File: src/sv/efcrc_pkg.sv
// ----------------------------------------------------------------------------
// efcrc_pkg
// Shared types, constants and the CRC-16/MODBUS byte update for the
// escaped frame receiver.
// ----------------------------------------------------------------------------
`default_nettype none

package efcrc_pkg;

	// default payload buffer depth per bank
	localparam int PAYLOAD_DEPTH = 32;

	// field widths
	localparam int BYTE_W   = 8;
	localparam int LEN_W    = 6;
	localparam int CRC_W    = 16;
	localparam int CFG_IDX_W = 2;
	localparam int OUT_DATA_W = 80;

	// crc constants
	localparam logic [CRC_W-1:0] CRC_INIT = 16'hFFFF;
	localparam logic [CRC_W-1:0] CRC_POLY = 16'hA001;

	// configuration register indexes
	localparam logic [CFG_IDX_W-1:0] CFG_START_BYTE    = 2'd0;
	localparam logic [CFG_IDX_W-1:0] CFG_ESCAPE_BYTE   = 2'd1;
	localparam logic [CFG_IDX_W-1:0] CFG_ESCAPE_MASK   = 2'd2;
	localparam logic [CFG_IDX_W-1:0] CFG_PAYLOAD_LIMIT = 2'd3;

	// configuration reset values
	localparam logic [BYTE_W-1:0] START_RST = 8'd126;
	localparam logic [BYTE_W-1:0] ESCAPE_RST = 8'd125;
	localparam logic [BYTE_W-1:0] MASK_RST = 8'd32;
	localparam logic [LEN_W-1:0]  LIMIT_RST = 6'd32;

	// finished frame descriptor, front to back
	typedef struct packed {
		logic [BYTE_W-1:0] addr;
		logic [BYTE_W-1:0] ftype;
		logic [BYTE_W-1:0] seq;
		logic [LEN_W-1:0]  length;
		logic              good;
		logic [CRC_W-1:0]  crc_computed;
		logic [CRC_W-1:0]  crc_received;
		logic              bank;
	} desc_t;

	// queue status toward the front
	typedef struct packed {
		logic full;
		logic empty;
	} q_status_t;

	// crc-16/modbus update by one byte, lsb first
	function automatic logic [CRC_W-1:0] crc_add(input logic [CRC_W-1:0] crc,
		input logic [BYTE_W-1:0] b);
		logic [CRC_W-1:0] c;
		c = crc ^ {8'h00, b};
		for (int k = 0; k < 8; k++) begin
			if (c[0]) begin
				c = (c >> 1) ^ CRC_POLY;
			end else begin
				c = c >> 1;
			end
		end
		return c;
	endfunction

endpackage

`default_nettype wire

File: src/sv/efcrc_ram.sv
// ----------------------------------------------------------------------------
// efcrc_ram
// Generic single write port, single read port RAM with registered read.
// ----------------------------------------------------------------------------
`default_nettype none

module efcrc_ram #(
	parameter int WIDTH = 8,
	parameter int DEPTH = 64
) (
	input  wire logic                     clk,
	input  wire logic                     we,
	input  wire logic [$clog2(DEPTH)-1:0] waddr,
	input  wire logic [WIDTH-1:0]         wdata,
	input  wire logic [$clog2(DEPTH)-1:0] raddr,
	output logic      [WIDTH-1:0]         rdata
);

	logic [WIDTH-1:0] mem_q [DEPTH];

	// write port and registered read
	always_ff @(posedge clk) begin
		if (we) begin
			mem_q[waddr] <= wdata;
		end
		rdata <= mem_q[raddr];
	end

endmodule

`default_nettype wire

File: src/sv/efcrc_front.sv
// ----------------------------------------------------------------------------
// efcrc_front
// Accepts raw bytes, removes escapes, parses the header, runs the CRC,
// writes payload bytes into the current bank and posts a descriptor per completed frame.
// ----------------------------------------------------------------------------
`default_nettype none

module efcrc_front #(
	parameter int PAYLOAD_DEPTH = efcrc_pkg::PAYLOAD_DEPTH
) (
	input  wire logic                               clk,
	input  wire logic                               arst_n,
	// configuration
	input  wire logic                               cfg_we,
	input  wire logic [efcrc_pkg::CFG_IDX_W-1:0]    cfg_addr,
	input  wire logic [efcrc_pkg::BYTE_W-1:0]       cfg_wdata,
	// byte input
	input  wire logic                               in_valid,
	output logic                                    in_ready,
	input  wire logic [efcrc_pkg::BYTE_W-1:0]       in_byte,
	// payload ram write
	output logic                                    ram_we,
	output logic [$clog2(2*PAYLOAD_DEPTH)-1:0]      ram_waddr,
	output logic [efcrc_pkg::BYTE_W-1:0]            ram_wdata,
	// descriptor queue
	input  wire efcrc_pkg::q_status_t               q_status,
	output logic                                    q_push,
	output efcrc_pkg::desc_t                        q_desc
);

	localparam int AW = $clog2(2*PAYLOAD_DEPTH);
	localparam logic [efcrc_pkg::LEN_W-1:0] DEPTH_LEN = efcrc_pkg::LEN_W'(PAYLOAD_DEPTH);

	typedef enum logic [2:0] {
		PH_WAIT, PH_ADDR, PH_TYPE, PH_SEQ, PH_LEN, PH_PAY, PH_CRCL, PH_CRCH
	} phase_t;

	phase_t                            phase_q;
	logic                              esc_q;
	logic [efcrc_pkg::BYTE_W-1:0]      start_q, escb_q, mask_q;
	logic [efcrc_pkg::LEN_W-1:0]       limit_q;
	logic [efcrc_pkg::BYTE_W-1:0]      addr_q, type_q, seq_q, crc_lo_q;
	logic [efcrc_pkg::LEN_W-1:0]       len_q, count_q;
	logic [efcrc_pkg::CRC_W-1:0]       crc_q;
	logic                              bank_q;

	logic                              accept, is_start, is_esc, process;
	logic [efcrc_pkg::BYTE_W-1:0]      data;
	logic [efcrc_pkg::LEN_W-1:0]       limit_eff, count_nxt;
	logic [efcrc_pkg::CRC_W-1:0]       crc_nxt, recv;

	// byte classification
	assign in_ready  = !q_status.full;
	assign accept    = in_valid && in_ready;
	assign is_start  = (in_byte == start_q);
	assign is_esc    = (in_byte == escb_q);
	assign process   = accept && !is_start && (phase_q != PH_WAIT) && (esc_q || !is_esc);
	assign data      = esc_q ? (in_byte ^ mask_q) : in_byte;
	assign crc_nxt   = efcrc_pkg::crc_add(crc_q, data);
	assign limit_eff = (limit_q > DEPTH_LEN) ? DEPTH_LEN : limit_q;
	assign count_nxt = count_q + efcrc_pkg::LEN_W'(1);
	assign recv      = {data, crc_lo_q};

	// payload write into current bank
	assign ram_we    = process && (phase_q == PH_PAY);
	assign ram_waddr = bank_q ? (AW'(PAYLOAD_DEPTH) + AW'(count_q)) : AW'(count_q);
	assign ram_wdata = data;

	// descriptor of the finished frame
	assign q_push              = process && (phase_q == PH_CRCH);
	assign q_desc.addr         = addr_q;
	assign q_desc.ftype        = type_q;
	assign q_desc.seq          = seq_q;
	assign q_desc.length       = len_q;
	assign q_desc.good         = (crc_q == recv);
	assign q_desc.crc_computed = crc_q;
	assign q_desc.crc_received = recv;
	assign q_desc.bank         = bank_q;

	// configuration registers
	always_ff @(posedge clk or negedge arst_n) begin
		if (!arst_n) begin
			start_q <= efcrc_pkg::START_RST;
			escb_q  <= efcrc_pkg::ESCAPE_RST;
			mask_q  <= efcrc_pkg::MASK_RST;
			limit_q <= efcrc_pkg::LIMIT_RST;
		end else if (cfg_we) begin
			case (cfg_addr)
				efcrc_pkg::CFG_START_BYTE:    start_q <= cfg_wdata;
				efcrc_pkg::CFG_ESCAPE_BYTE:   escb_q  <= cfg_wdata;
				efcrc_pkg::CFG_ESCAPE_MASK:   mask_q  <= cfg_wdata;
				efcrc_pkg::CFG_PAYLOAD_LIMIT: limit_q <= cfg_wdata[efcrc_pkg::LEN_W-1:0];
				default: ;
			endcase
		end
	end

	// frame parser
	always_ff @(posedge clk or negedge arst_n) begin
		if (!arst_n) begin
			phase_q  <= PH_WAIT;
			esc_q    <= 1'b0;
			count_q  <= '0;
			crc_q    <= efcrc_pkg::CRC_INIT;
			bank_q   <= 1'b0;
			addr_q   <= '0;
			type_q   <= '0;
			seq_q    <= '0;
			len_q    <= '0;
			crc_lo_q <= '0;
		end else if (accept) begin
			if (is_start) begin
				phase_q <= PH_ADDR;
				esc_q   <= 1'b0;
				count_q <= '0;
				crc_q   <= efcrc_pkg::CRC_INIT;
			end else if (phase_q != PH_WAIT) begin
				if (!esc_q && is_esc) begin
					esc_q <= 1'b1;
				end else begin
					esc_q <= 1'b0;
					case (phase_q)
						PH_ADDR: begin
							addr_q  <= data;
							crc_q   <= crc_nxt;
							phase_q <= PH_TYPE;
						end
						PH_TYPE: begin
							type_q  <= data;
							crc_q   <= crc_nxt;
							phase_q <= PH_SEQ;
						end
						PH_SEQ: begin
							seq_q   <= data;
							crc_q   <= crc_nxt;
							phase_q <= PH_LEN;
						end
						PH_LEN: begin
							if (data > {2'b00, limit_eff}) begin
								count_q <= '0;
								crc_q   <= efcrc_pkg::CRC_INIT;
								phase_q <= PH_WAIT;
							end else begin
								len_q   <= data[efcrc_pkg::LEN_W-1:0];
								crc_q   <= crc_nxt;
								phase_q <= (data[efcrc_pkg::LEN_W-1:0] == '0) ? PH_CRCL : PH_PAY;
							end
						end
						PH_PAY: begin
							count_q <= count_nxt;
							crc_q   <= crc_nxt;
							if (count_nxt >= len_q) begin
								phase_q <= PH_CRCL;
							end
						end
						PH_CRCL: begin
							crc_lo_q <= data;
							phase_q  <= PH_CRCH;
						end
						PH_CRCH: begin
							// frame done, next frame goes to the other bank
							count_q <= '0;
							crc_q   <= efcrc_pkg::CRC_INIT;
							bank_q  <= !bank_q;
							phase_q <= PH_WAIT;
						end
						default: phase_q <= PH_WAIT;
					endcase
				end
			end
		end
	end

endmodule

`default_nettype wire

File: src/sv/efcrc_queue.sv
// ----------------------------------------------------------------------------
// efcrc_queue
// Two-entry descriptor queue between parser and result emitter. An entry
// stays until its frame is fully emitted, so it also guards its ram bank.
// ----------------------------------------------------------------------------
`default_nettype none

module efcrc_queue (
	input  wire logic                  clk,
	input  wire logic                  arst_n,
	input  wire logic                  push,
	input  wire efcrc_pkg::desc_t      push_desc,
	input  wire logic                  pop,
	output efcrc_pkg::desc_t           head,
	output efcrc_pkg::q_status_t       status
);

	efcrc_pkg::desc_t entry_q [2];
	logic             wr_ptr_q, rd_ptr_q;
	logic [1:0]       count_q;

	assign head         = entry_q[rd_ptr_q];
	assign status.full  = (count_q == 2'd2);
	assign status.empty = (count_q == 2'd0);

	// entry storage
	always_ff @(posedge clk) begin
		if (push) begin
			entry_q[wr_ptr_q] <= push_desc;
		end
	end

	// pointers and fill count
	always_ff @(posedge clk or negedge arst_n) begin
		if (!arst_n) begin
			wr_ptr_q <= 1'b0;
			rd_ptr_q <= 1'b0;
			count_q  <= '0;
		end else begin
			if (push) begin
				wr_ptr_q <= !wr_ptr_q;
			end
			if (pop) begin
				rd_ptr_q <= !rd_ptr_q;
			end
			case ({push, pop})
				2'b10:   count_q <= count_q + 2'd1;
				2'b01:   count_q <= count_q - 2'd1;
				default: count_q <= count_q;
			endcase
		end
	end

endmodule

`default_nettype wire

File: src/sv/efcrc_back.sv
// ----------------------------------------------------------------------------
// efcrc_back
// Result emitter: walks the payload bank of the head descriptor and drives
// one registered result item per payload byte, or one item for a bad or
// empty frame.
// ----------------------------------------------------------------------------
`default_nettype none

module efcrc_back #(
	parameter int PAYLOAD_DEPTH = efcrc_pkg::PAYLOAD_DEPTH
) (
	input  wire logic                               clk,
	input  wire logic                               arst_n,
	// descriptor queue
	input  wire efcrc_pkg::desc_t                   head,
	input  wire efcrc_pkg::q_status_t               q_status,
	output logic                                    q_pop,
	// payload ram read
	output logic [$clog2(2*PAYLOAD_DEPTH)-1:0]      ram_raddr,
	input  wire logic [efcrc_pkg::BYTE_W-1:0]       ram_rdata,
	// result output
	output logic                                    out_valid,
	input  wire logic                               out_ready,
	output logic [efcrc_pkg::BYTE_W-1:0]            out_byte,
	output logic [efcrc_pkg::LEN_W-1:0]             out_index,
	output logic                                    out_last
);

	localparam int AW = $clog2(2*PAYLOAD_DEPTH);

	typedef enum logic [1:0] {B_IDLE, B_RD, B_LD, B_OUT} bstate_t;

	bstate_t                      state_q;
	logic [efcrc_pkg::LEN_W-1:0]  idx_q;
	logic                         done;

	assign ram_raddr = head.bank ? (AW'(PAYLOAD_DEPTH) + AW'(idx_q)) : AW'(idx_q);
	assign out_valid = (state_q == B_OUT);
	assign done      = (state_q == B_OUT) && out_ready;
	assign q_pop     = done && out_last;

	// emitter sequencer and output register
	always_ff @(posedge clk or negedge arst_n) begin
		if (!arst_n) begin
			state_q   <= B_IDLE;
			idx_q     <= '0;
			out_byte  <= '0;
			out_index <= '0;
			out_last  <= 1'b0;
		end else begin
			case (state_q)
				B_IDLE: begin
					idx_q <= '0;
					if (!q_status.empty) begin
						if (!head.good || (head.length == '0)) begin
							out_byte  <= '0;
							out_index <= '0;
							out_last  <= 1'b1;
							state_q   <= B_OUT;
						end else begin
							state_q <= B_RD;
						end
					end
				end
				B_RD: state_q <= B_LD;
				B_LD: begin
					out_byte  <= ram_rdata;
					out_index <= idx_q;
					out_last  <= ((idx_q + efcrc_pkg::LEN_W'(1)) == head.length);
					state_q   <= B_OUT;
				end
				B_OUT: begin
					if (out_ready) begin
						if (out_last) begin
							state_q <= B_IDLE;
						end else begin
							idx_q   <= idx_q + efcrc_pkg::LEN_W'(1);
							state_q <= B_RD;
						end
					end
				end
				default: state_q <= B_IDLE;
			endcase
		end
	end

endmodule

`default_nettype wire

File: src/sv/escaped_frame_receiver_crc16_top.sv
// ----------------------------------------------------------------------------
// escaped_frame_receiver_crc16_top
// Byte-stuffed frame receiver with CRC-16/MODBUS check; emits the payload
// of good frames byte by byte and one marked item for a bad frame.
// ----------------------------------------------------------------------------
//  channel  | dir | handshake         | payload
//  ---------+-----+-------------------+------------------------------------
//  s_       | in  | s_tvalid/s_tready | s_tdata: rx_byte
//  m_       | out | m_tvalid/m_tready | m_tdata, m_tlast: last, m_tuser: crc_good
//  cfg_     | in  | cfg_we            | cfg_addr index, cfg_wdata value
//
//  input bytes are taken in one cycle each while s_tready is high; the parser
//  runs the crc byte update and the payload ram write in the same cycle.
//  a payload item passes the ram read, load and output states, the single
//  item of a bad or empty frame only output; each frame adds the idle state.
//  s_tready drops only while two finished frames still wait for their results.
//  reset is asynchronous, active low; no clearing pass is needed.
// ----------------------------------------------------------------------------
`default_nettype none

module escaped_frame_receiver_crc16_top #(
	parameter int PAYLOAD_DEPTH = efcrc_pkg::PAYLOAD_DEPTH
) (
	input  wire logic                                clk,
	input  wire logic                                arst_n,
	// byte input
	input  wire logic                                s_tvalid,
	output logic                                     s_tready,
	input  wire logic [7:0]                          s_tdata,   // rx_byte
	// result output
	output logic                                     m_tvalid,
	input  wire logic                                m_tready,
	// frame_addr, frame_type, frame_seq, frame_length, payload_byte,
	// payload_index, crc_computed, crc_received, zero fill
	output logic [efcrc_pkg::OUT_DATA_W-1:0]         m_tdata,
	output logic                                     m_tlast,
	output logic                                     m_tuser,   // crc_good
	// configuration
	input  wire logic                                cfg_we,
	input  wire logic [efcrc_pkg::CFG_IDX_W-1:0]     cfg_addr,
	input  wire logic [efcrc_pkg::BYTE_W-1:0]        cfg_wdata
);

	localparam int AW = $clog2(2*PAYLOAD_DEPTH);

	logic                           ram_we;
	logic [AW-1:0]                  ram_waddr, ram_raddr;
	logic [efcrc_pkg::BYTE_W-1:0]   ram_wdata, ram_rdata;
	logic                           q_push, q_pop;
	efcrc_pkg::desc_t               q_desc, q_head;
	efcrc_pkg::q_status_t           q_status;
	logic [efcrc_pkg::BYTE_W-1:0]   out_byte;
	logic [efcrc_pkg::LEN_W-1:0]    out_index;

	// parser
	efcrc_front #(.PAYLOAD_DEPTH(PAYLOAD_DEPTH)) u_front (
		.clk       (clk),
		.arst_n    (arst_n),
		.cfg_we    (cfg_we),
		.cfg_addr  (cfg_addr),
		.cfg_wdata (cfg_wdata),
		.in_valid  (s_tvalid),
		.in_ready  (s_tready),
		.in_byte   (s_tdata),
		.ram_we    (ram_we),
		.ram_waddr (ram_waddr),
		.ram_wdata (ram_wdata),
		.q_status  (q_status),
		.q_push    (q_push),
		.q_desc    (q_desc)
	);

	// two payload banks
	efcrc_ram #(.WIDTH(efcrc_pkg::BYTE_W), .DEPTH(2*PAYLOAD_DEPTH)) u_ram (
		.clk   (clk),
		.we    (ram_we),
		.waddr (ram_waddr),
		.wdata (ram_wdata),
		.raddr (ram_raddr),
		.rdata (ram_rdata)
	);

	// descriptor queue
	efcrc_queue u_queue (
		.clk       (clk),
		.arst_n    (arst_n),
		.push      (q_push),
		.push_desc (q_desc),
		.pop       (q_pop),
		.head      (q_head),
		.status    (q_status)
	);

	// result emitter
	efcrc_back #(.PAYLOAD_DEPTH(PAYLOAD_DEPTH)) u_back (
		.clk       (clk),
		.arst_n    (arst_n),
		.head      (q_head),
		.q_status  (q_status),
		.q_pop     (q_pop),
		.ram_raddr (ram_raddr),
		.ram_rdata (ram_rdata),
		.out_valid (m_tvalid),
		.out_ready (m_tready),
		.out_byte  (out_byte),
		.out_index (out_index),
		.out_last  (m_tlast)
	);

	// output packing
	assign m_tdata = {4'b0000, q_head.crc_received, q_head.crc_computed, out_index,
		out_byte, q_head.length, q_head.seq, q_head.ftype, q_head.addr};
	assign m_tuser = q_head.good;

	// a bad frame gives a single item
	a_bad_is_last: assert property (@(posedge clk) disable iff (!arst_n)
		m_tvalid && !m_tuser |-> m_tlast)
		else $error("bad crc item not marked last");

	// payload index stays below the frame length on non-final items
	a_index_range: assert property (@(posedge clk) disable iff (!arst_n)
		m_tvalid && !m_tlast |-> (m_tdata[43:38] < m_tdata[29:24]))
		else $error("payload index out of range");

	// an empty frame gives one zero item
	a_empty_frame: assert property (@(posedge clk) disable iff (!arst_n)
		m_tvalid && (m_tdata[29:24] == 6'd0) |-> m_tlast && (m_tdata[37:30] == 8'd0))
		else $error("empty frame item malformed");

	// the queue is never written while full
	a_no_overflow: assert property (@(posedge clk) disable iff (!arst_n)
		q_push |-> !q_status.full)
		else $error("descriptor queue overflow");

	// a finished frame is released right after its last item is taken
	a_pop_release: assert property (@(posedge clk) disable iff (!arst_n)
		m_tvalid && m_tready && m_tlast |=> !m_tvalid)
		else $error("emitter did not return to idle after last item");

endmodule

`default_nettype wire

File: config.mk
export PLATFORM = sky130hd
export DESIGN_NAME = escaped_frame_receiver_crc16_top
export DESIGN_NICKNAME = d
export VERILOG_FILES = /design/src/sv/efcrc_pkg.sv /design/src/sv/efcrc_ram.sv /design/src/sv/efcrc_front.sv /design/src/sv/efcrc_queue.sv /design/src/sv/efcrc_back.sv /design/src/sv/escaped_frame_receiver_crc16_top.sv
export SDC_FILE = /design/constraint.sdc
export NUM_CORES = 1
export LEC_CHECK = 0
export BUFFER_PORTS_ARGS = -buffer_cell sky130_fd_sc_hd__buf_2
export CORE_MARGIN = 10
export CORE_UTILIZATION = 40
export CTS_BUF_LIST = sky130_fd_sc_hd__clkbuf_4 sky130_fd_sc_hd__clkbuf_8
export CTS_CLUSTER_DIAMETER = 120
export DETAILED_ROUTE_END_ITERATION = 8
export GPL_TIMING_DRIVEN = 1
export SLEW_MARGIN = 20
export SYNTH_ARGS = -nofsm -noshare
export SYNTH_HDL_FRONTEND = slang
export SYNTH_HIERARCHICAL = 1
export SYNTH_SLANG_ARGS = --single-unit
File: constraint.sdc
create_clock -name clk -period 11.7 [get_ports clk]
set_input_delay 0.585 -clock clk [delete_from_list [all_inputs] [get_ports clk]]
set_output_delay 0.585 -clock clk [all_outputs]
set_load 0.05 [all_outputs]
# Word-level counts from Yosys, hierarchy flattened
# Memories as Yosys holds them, arrays and structs flattened. A register that Yosys moved wholly into a read port is not among the register bits.
# Index checks and enable logic that the tools add are counted.
# W data, S select, Z words.
[word_totals]
ff_bits = 122
memories = 2
mem_bits_ro = 0
ram_bits = 640
latchBits = 0
[op_classes]
div_mod_pow = 0
addsub = 6
bitwise_logic = 13
eq_ne = 27
shift = 0
n_reduce_logical = 49
n_mux = 54
mul = 0
magnitude_cmp = 3
[memory_table]
columns = ["memory", "words", "word_bits", "rd", "rd_ports_with_merged_regs", "wr", "line", "source"]
rows = [
  ["u_ram.mem_q", 64, 8, 1, 1, 1, "efcrc_ram.sv:19", "logic [WIDTH-1:0] mem_q [DEPTH];"],
  ["u_queue.entry_q", 2, 64, 1, 0, 1, "efcrc_queue.sv:18", "efcrc_pkg::desc_t entry_q [2];"],
]
[op_table]
columns = ["cell", "n"]
rows = [
  ["$mux W16", 12],
  ["$mux W6", 11],
  ["$pmux W16 S3", 1],
  ["$reduce_and A5 Y1", 6],
  ["$mux W8", 3],
  ["$not A2 Y3", 8],
  ["$pmux W6 S2", 2],
  ["$pmux W3 S6", 1],
  ["$pmux W6 S3", 1],
  ["$eq A16 B16 Y1", 1],
  ["$eq A8 B8 Y1", 2],
  ["$pmux W8 S2", 1],
  ["$xor A16 B8 Y16", 1],
  ["$mux W3", 5],
  ["$add A6 B1 Y6 const B", 2],
  ["$add A6 B6 Y6 const A", 2],
  ["$eq A2 B2 Y1 const B", 6],
  ["$eq A3 B3 Y1 const B", 4],
  ["$logic_not A6 Y1", 2],
  ["$reduce_and A2 Y1", 6],
  ["$mux W1", 10],
  ["$logic_and A1 B1 Y1", 9],
  ["$gt A8 B6 Y1", 1],
  ["$logic_not A1 Y1", 8],
  ["27 further kinds", 47],
]

# Depth between registers and ports, before layout
[logic_depth]
word_depth = 24
mapped_depth = 14
ltp_nobuf = 12

# Hierarchy
# Netlist, hierarchy kept.
[modules_own_cells]
columns = ["module", "area_each_um2", "instances", "cells_per_inst", "seq_area_each_um2"]
rows = [
  ["efcrc_ram", 20139.3, 1, 909, 15534.9],
  ["efcrc_front", 5027.3, 1, 461, 2414.8],
  ["efcrc_queue", 5008.6, 1, 215, 3943.8],
  ["efcrc_back", 1298.7, 1, 149, 575.6],
  ["escaped_frame_receiver_crc16_top", 33.8, 1, 5, 0.0],
]

# Least setup slack after synthesis
# Ideal clock, no wire load.
[synth_path]
path_kind = "input-to-reg"
start = "in s_tdata[7]"
end = "mem u_queue/entry_q[0][0] (netlist bit) (enable)"
t_arrival_ns = 4.423
setup_ns = 0.486
required_time_ns = 11.214
cell_stages = 8
setup_slack_ns = 6.791
path_buffers = 1
cell_sequence = "clkbuf_1 -> xor2_1 -> nor4_1 -> a31oi_1 -> nand3_1 -> nor2_1 -> inv_1 -> nor2_1"
[synth_between]
elab_chain_len = 8
word_cells_on_any_way = 11
cone_classes = "eq/ne (2); mux (2); reduce/logical (7)"
[synth_lines]
columns = ["element", "line", "source"]
rows = [
  ["from (decl)", "escaped_frame_receiver_crc16_top.sv:29", "input wire logic [7:0] s_tdata,"],
  ["$eq A8 B8 Y1", "efcrc_front.sv:55", "assign is_start = (in_byte == start_q);"],
  ["$logic_not A1 Y1", "efcrc_front.sv:57", "assign process = accept && !is_start && (phase_q != PH_WAIT) && (esc_q || !is_esc);"],
  ["$logic_and A1 B1 Y1 (2 in a row)", "efcrc_front.sv:57", ""],
  ["$logic_and A1 B1 Y1 (*)", "efcrc_front.sv:57", ""],
  ["$logic_and A1 B1 Y1 (*)", "efcrc_front.sv:70", "assign q_push = process && (phase_q == PH_CRCH);"],
  ["named net q_push", "escaped_frame_receiver_crc16_top.sv:49", "logic q_push, q_pop;"],
  ["$mux W1 (*)", "efcrc_queue.sv:28", "if (push) begin"],
  ["$mux W1 (not written as such) (*)", "efcrc_queue.sv:29", "entry_q[wr_ptr_q] <= push_desc;"],
  ["to (decl)", "efcrc_queue.sv:18", ""],
]
# Mark *: on every way through the listed nets, which the timed path passes. The rest lies on a longest branch.

==> impl_metrics.toml <==
[hold_path]
min_path_cells = 2
hold_path.class = "in -> reg"

[floorplan]
row_count = 102
ioPinCount = 107
die_area_um2 = 90400
die_height_um = 301
design.core.area_um2 = 77700
die_w_um = 301
start_util_pct = 40.5

[synthesis]
synthArstFlopShare_pct = 15.8
synth-simple-area-share_pct = 4.46
synth_top_family_by_area = "multiplexers"
seq_area_frac_synth_pct = 71.3
ys_ff_latch = 770
yosys_most_used_dff = "edfxtp_1"
synthDistinctLibCells = 71
synth_area_um2 = 31500
synth-xor-area-share_pct = 2.82
synth_edf_count = 640
synth_mux_area_share_pct = 14.7
synth_compound_area_share_pct = 3.71
synth_area_per_cell_um2 = 18.1
synth_adder_area_share_pct = 0.715
synth_cells = 1739
yosysWarningCount = 6

[timing]
min_period_ps = 4050
holdWs_ps = 71.5
final.period_utilization_pct = 34.6
setup_viol = 0
finClkSkew_ps = 50.1
rsz0062_at_grt = "no"
relSlewSlack_pct = 28.9
final_hold_viol_count = 0
worstMarginPinSlew_ps = 1060
drv_slew = 0
fmax_mhz = 247
final.setup.tns_ps = 0

[setup_path]
worst-path-buf-inv = 2
crit_top_cell = "nand2_1"
critPathLaunchType = "flip-flop"
slowest_stage = "dfrtp_1"
crit_family = "compound AO/OA/AOI/OAI gates"
cp_max_fo = 69
cp-end-kind = "flip-flop"
worstRegToRegCells = 10
path_cells = "nand2_1 -> xnor2_4 -> buf_4 -> clkinv_1 -> ha_1 -> nand4_1 -> a32oi_2 -> nand2_1 -> a221o_1 -> o22a_1"
worstPathArrival_ps = 4750
cp_num_cells = 10
critical_path_required_ps = 12400
worstSetupPathType = "reg -> reg"
cp_slowest_stage_delay_ps = 640

[routing]
drt_iter0_drc = 1417
ant_nets = 0
vias = 16400
wirelength_mm = 72.1
avgViaCountPerCell = 5.36
drc = 0
wl_per_cell_um = 23.6
dr.pass1.iters = 8

[placed_design]
place_hpwl_mm = 45.5
place_congestion = 0.787
port_buffers = 102

[clock_network]
clockRootBuffer = "clkbuf_8"
cts_inserted_buffers = 134
clock_path_buffers = 3
htreeDepth = 4
cts_tree = "yes"
path_clk_slew_ps = 60
postCtsSetupBuffers = 0
insertion_delay_ps = 780
clock-sinks = 770

[grt]
grt_pass1_vias = 17000
overflow = 0
antenna_found_initial = 6
grt_max_degree = 76
grtUsageTotal_pct = 16.1
grt_pass1_wl_mm = 110

[power_and_ir_drop]
finalPower_mw = 7.69
irDropWorstVdd_uv = 96.2
power.density_nw_per_um2 = 215
leakagePower_nw = 12.0

[cells_and_area]
drive_gt1_share_pct = 33.2
fin_nets = 1943
areaGrowthSynthToFinish_pct = 13.3

[status]
status = "finished, final reports clean"

[run]
drv_cap = 0
-- repair_timing --
item | 4_1_cts | 5_1_grt
resized for setup | 0 | 0
hold endpoints to repair | 47 | 0
hold buffers | 1 | 0
-- worst register-to-register path, delay by kind of cell (launching register included) --
family                   cells  cell delay (ps)
AO/OA/AOI/OAI                3             1210
buffers and inverters        2             1080
XOR/XNOR                     1              170
AND/OR/NAND/NOR              3              470
flip-flops                   1              640
adder cells (fa/ha/maj)      1              420
-- sequential cells by signal (all words and copies together) (netlist names), 8 cells and up --
register and flops:
u_front/escb_q 8, u_front/crc_lo_q 8, u_ram/rdata 8, u_queue/entry_q 128, u_front/addr_q 8, u_back/out_byte 8
u_front/mask_q 8, u_ram/mem_q 512, u_front/type_q 8, u_front/crc_q 16, u_front/start_q 8, u_front/seq_q 8
-- metal layers --
metal | wire (um) | track usage [%] | up-vias | share of wire [%]
li1 | - | - | 7148 | -
met1 | 32000 | 21.9 | 8621 | 44
met2 | 35200 | 25.5 | 489 | 49
met3 | 3600 | 3.59 | 128 | 5.0
met4 | 1280 | 4.75 | 4 | 1.8
met5 | 27 | 0 | - | 0.037
-- per-stage QoR --
step	setup slack (ps)	utilization (%)	cells	cell area, um^2
2_1_floorplan	6790	-	1742	31500
3_3_place_gp	7860	42.3	2804	32900
3_5_place_dp	7610	42.3	2804	32900
4_1_cts	7610	45.9	3052	35700
5_1_grt	7320	45.9	3055	35700
6_report	7650	45.9	3055	35700
-- synth_stat cells (9+ instances only) --
cell      count  area share (%)
dfstp_2      30             2.5
mux2i_1      24            0.76
nor2_1      118             1.4
dfrtp_1      92             7.3
xor2_1       40             1.1
nor4_1        9            0.18
nand2b_1      9            0.18
mux2_4       50             2.4
a21oi_1      37            0.59
nand3_1      18            0.29
xnor2_1      31            0.86
nand3b_1     14            0.33
nand2_1      80            0.95
mux2_2       53             1.9
inv_1        20            0.24
ha_1         18            0.71
buf_6        12            0.43
edfxtp_1    640              61
mux4_2      134             9.6
o22a_1       14            0.39
a22o_1        9            0.25
clkbuf_1     31            0.37
o21ai_0      50            0.79
o22ai_1      16            0.32
buf_4        32            0.76
buf_2        23            0.37
-- final timing paths --
| path | start | endpoint | slack [ps] |
|---|---|---|---|
| worst min-delay path | cfg_wdata[7] | u_front/mask_q[7]$_DFFE_PN0P_ | 70 |
| min in group asynchronous | arst_n | u_front/crc_lo_q[6]$_DFFE_PN0P_ | 380 |
| worst min register to register | u_ram/rdata[7]$_DFF_P_ | u_back/out_byte[7]$_DFFE_PN0P_ | 460 |
| max in group asynchronous | arst_n | u_front/count_q[4]$_DFFE_PN0P_ | 9840 |
| worst max register to register | u_front/esc_q$_DFFE_PN0P_ | u_front/crc_q[7]$_DFFE_PN1P_ | 7650 |
| worst max-delay path | u_front/esc_q$_DFFE_PN0P_ | u_front/crc_q[7]$_DFFE_PN1P_ | 7650 |
-- power breakdown --
group / internal (mW) / switching (mW) / total [mW]
clock: 1.35 / 1.11 / 2.46
sequential: 3.26 / 0.231 / 3.49
combinational: 0.697 / 1.04 / 1.74
-- cell type report --
class / instances / area (um^2)
fill: 6609 / 42000
timing repair buffer: 127 / 707
sequential: 770 / 22500
antenna: 2 / 5.00
tap: 1040 / 1300
clock buffer: 191 / 2330
clock inverter: 56 / 413
inverter: 26 / 101
multi-input combinational: 843 / 8350
-- cells in the final DEF, fill, tap and decap left out, types with 30 or more instances in the layout --
cell type,synthesis,final
o21ai_0,50,50
clkbuf_8,0,143
a21oi_1,37,37
xor2_1,40,40
buf_2,23,101
nor2_1,118,116
clkbuf_4,2,48
xnor2_1,31,31
mux4_2,134,134
edfxtp_1,640,640
mux2_4,50,50
dfstp_2,30,30
mux2_2,53,53
nand2_1,80,80
dfrtp_1,92,87
-- cell families (layout without fill, tap and decap cells) --
kind of cell,after synthesis,after routing
xor gates and xnor gates,85,85
muxes,262,262
other,1,6
DFF,770,770
and+or+nand+nor,298,298
AOI/OAI and AO/OA,176,176
adders and majority gates,18,18
buffers and inverters,129,400
(Power assumes the default switching activity.)
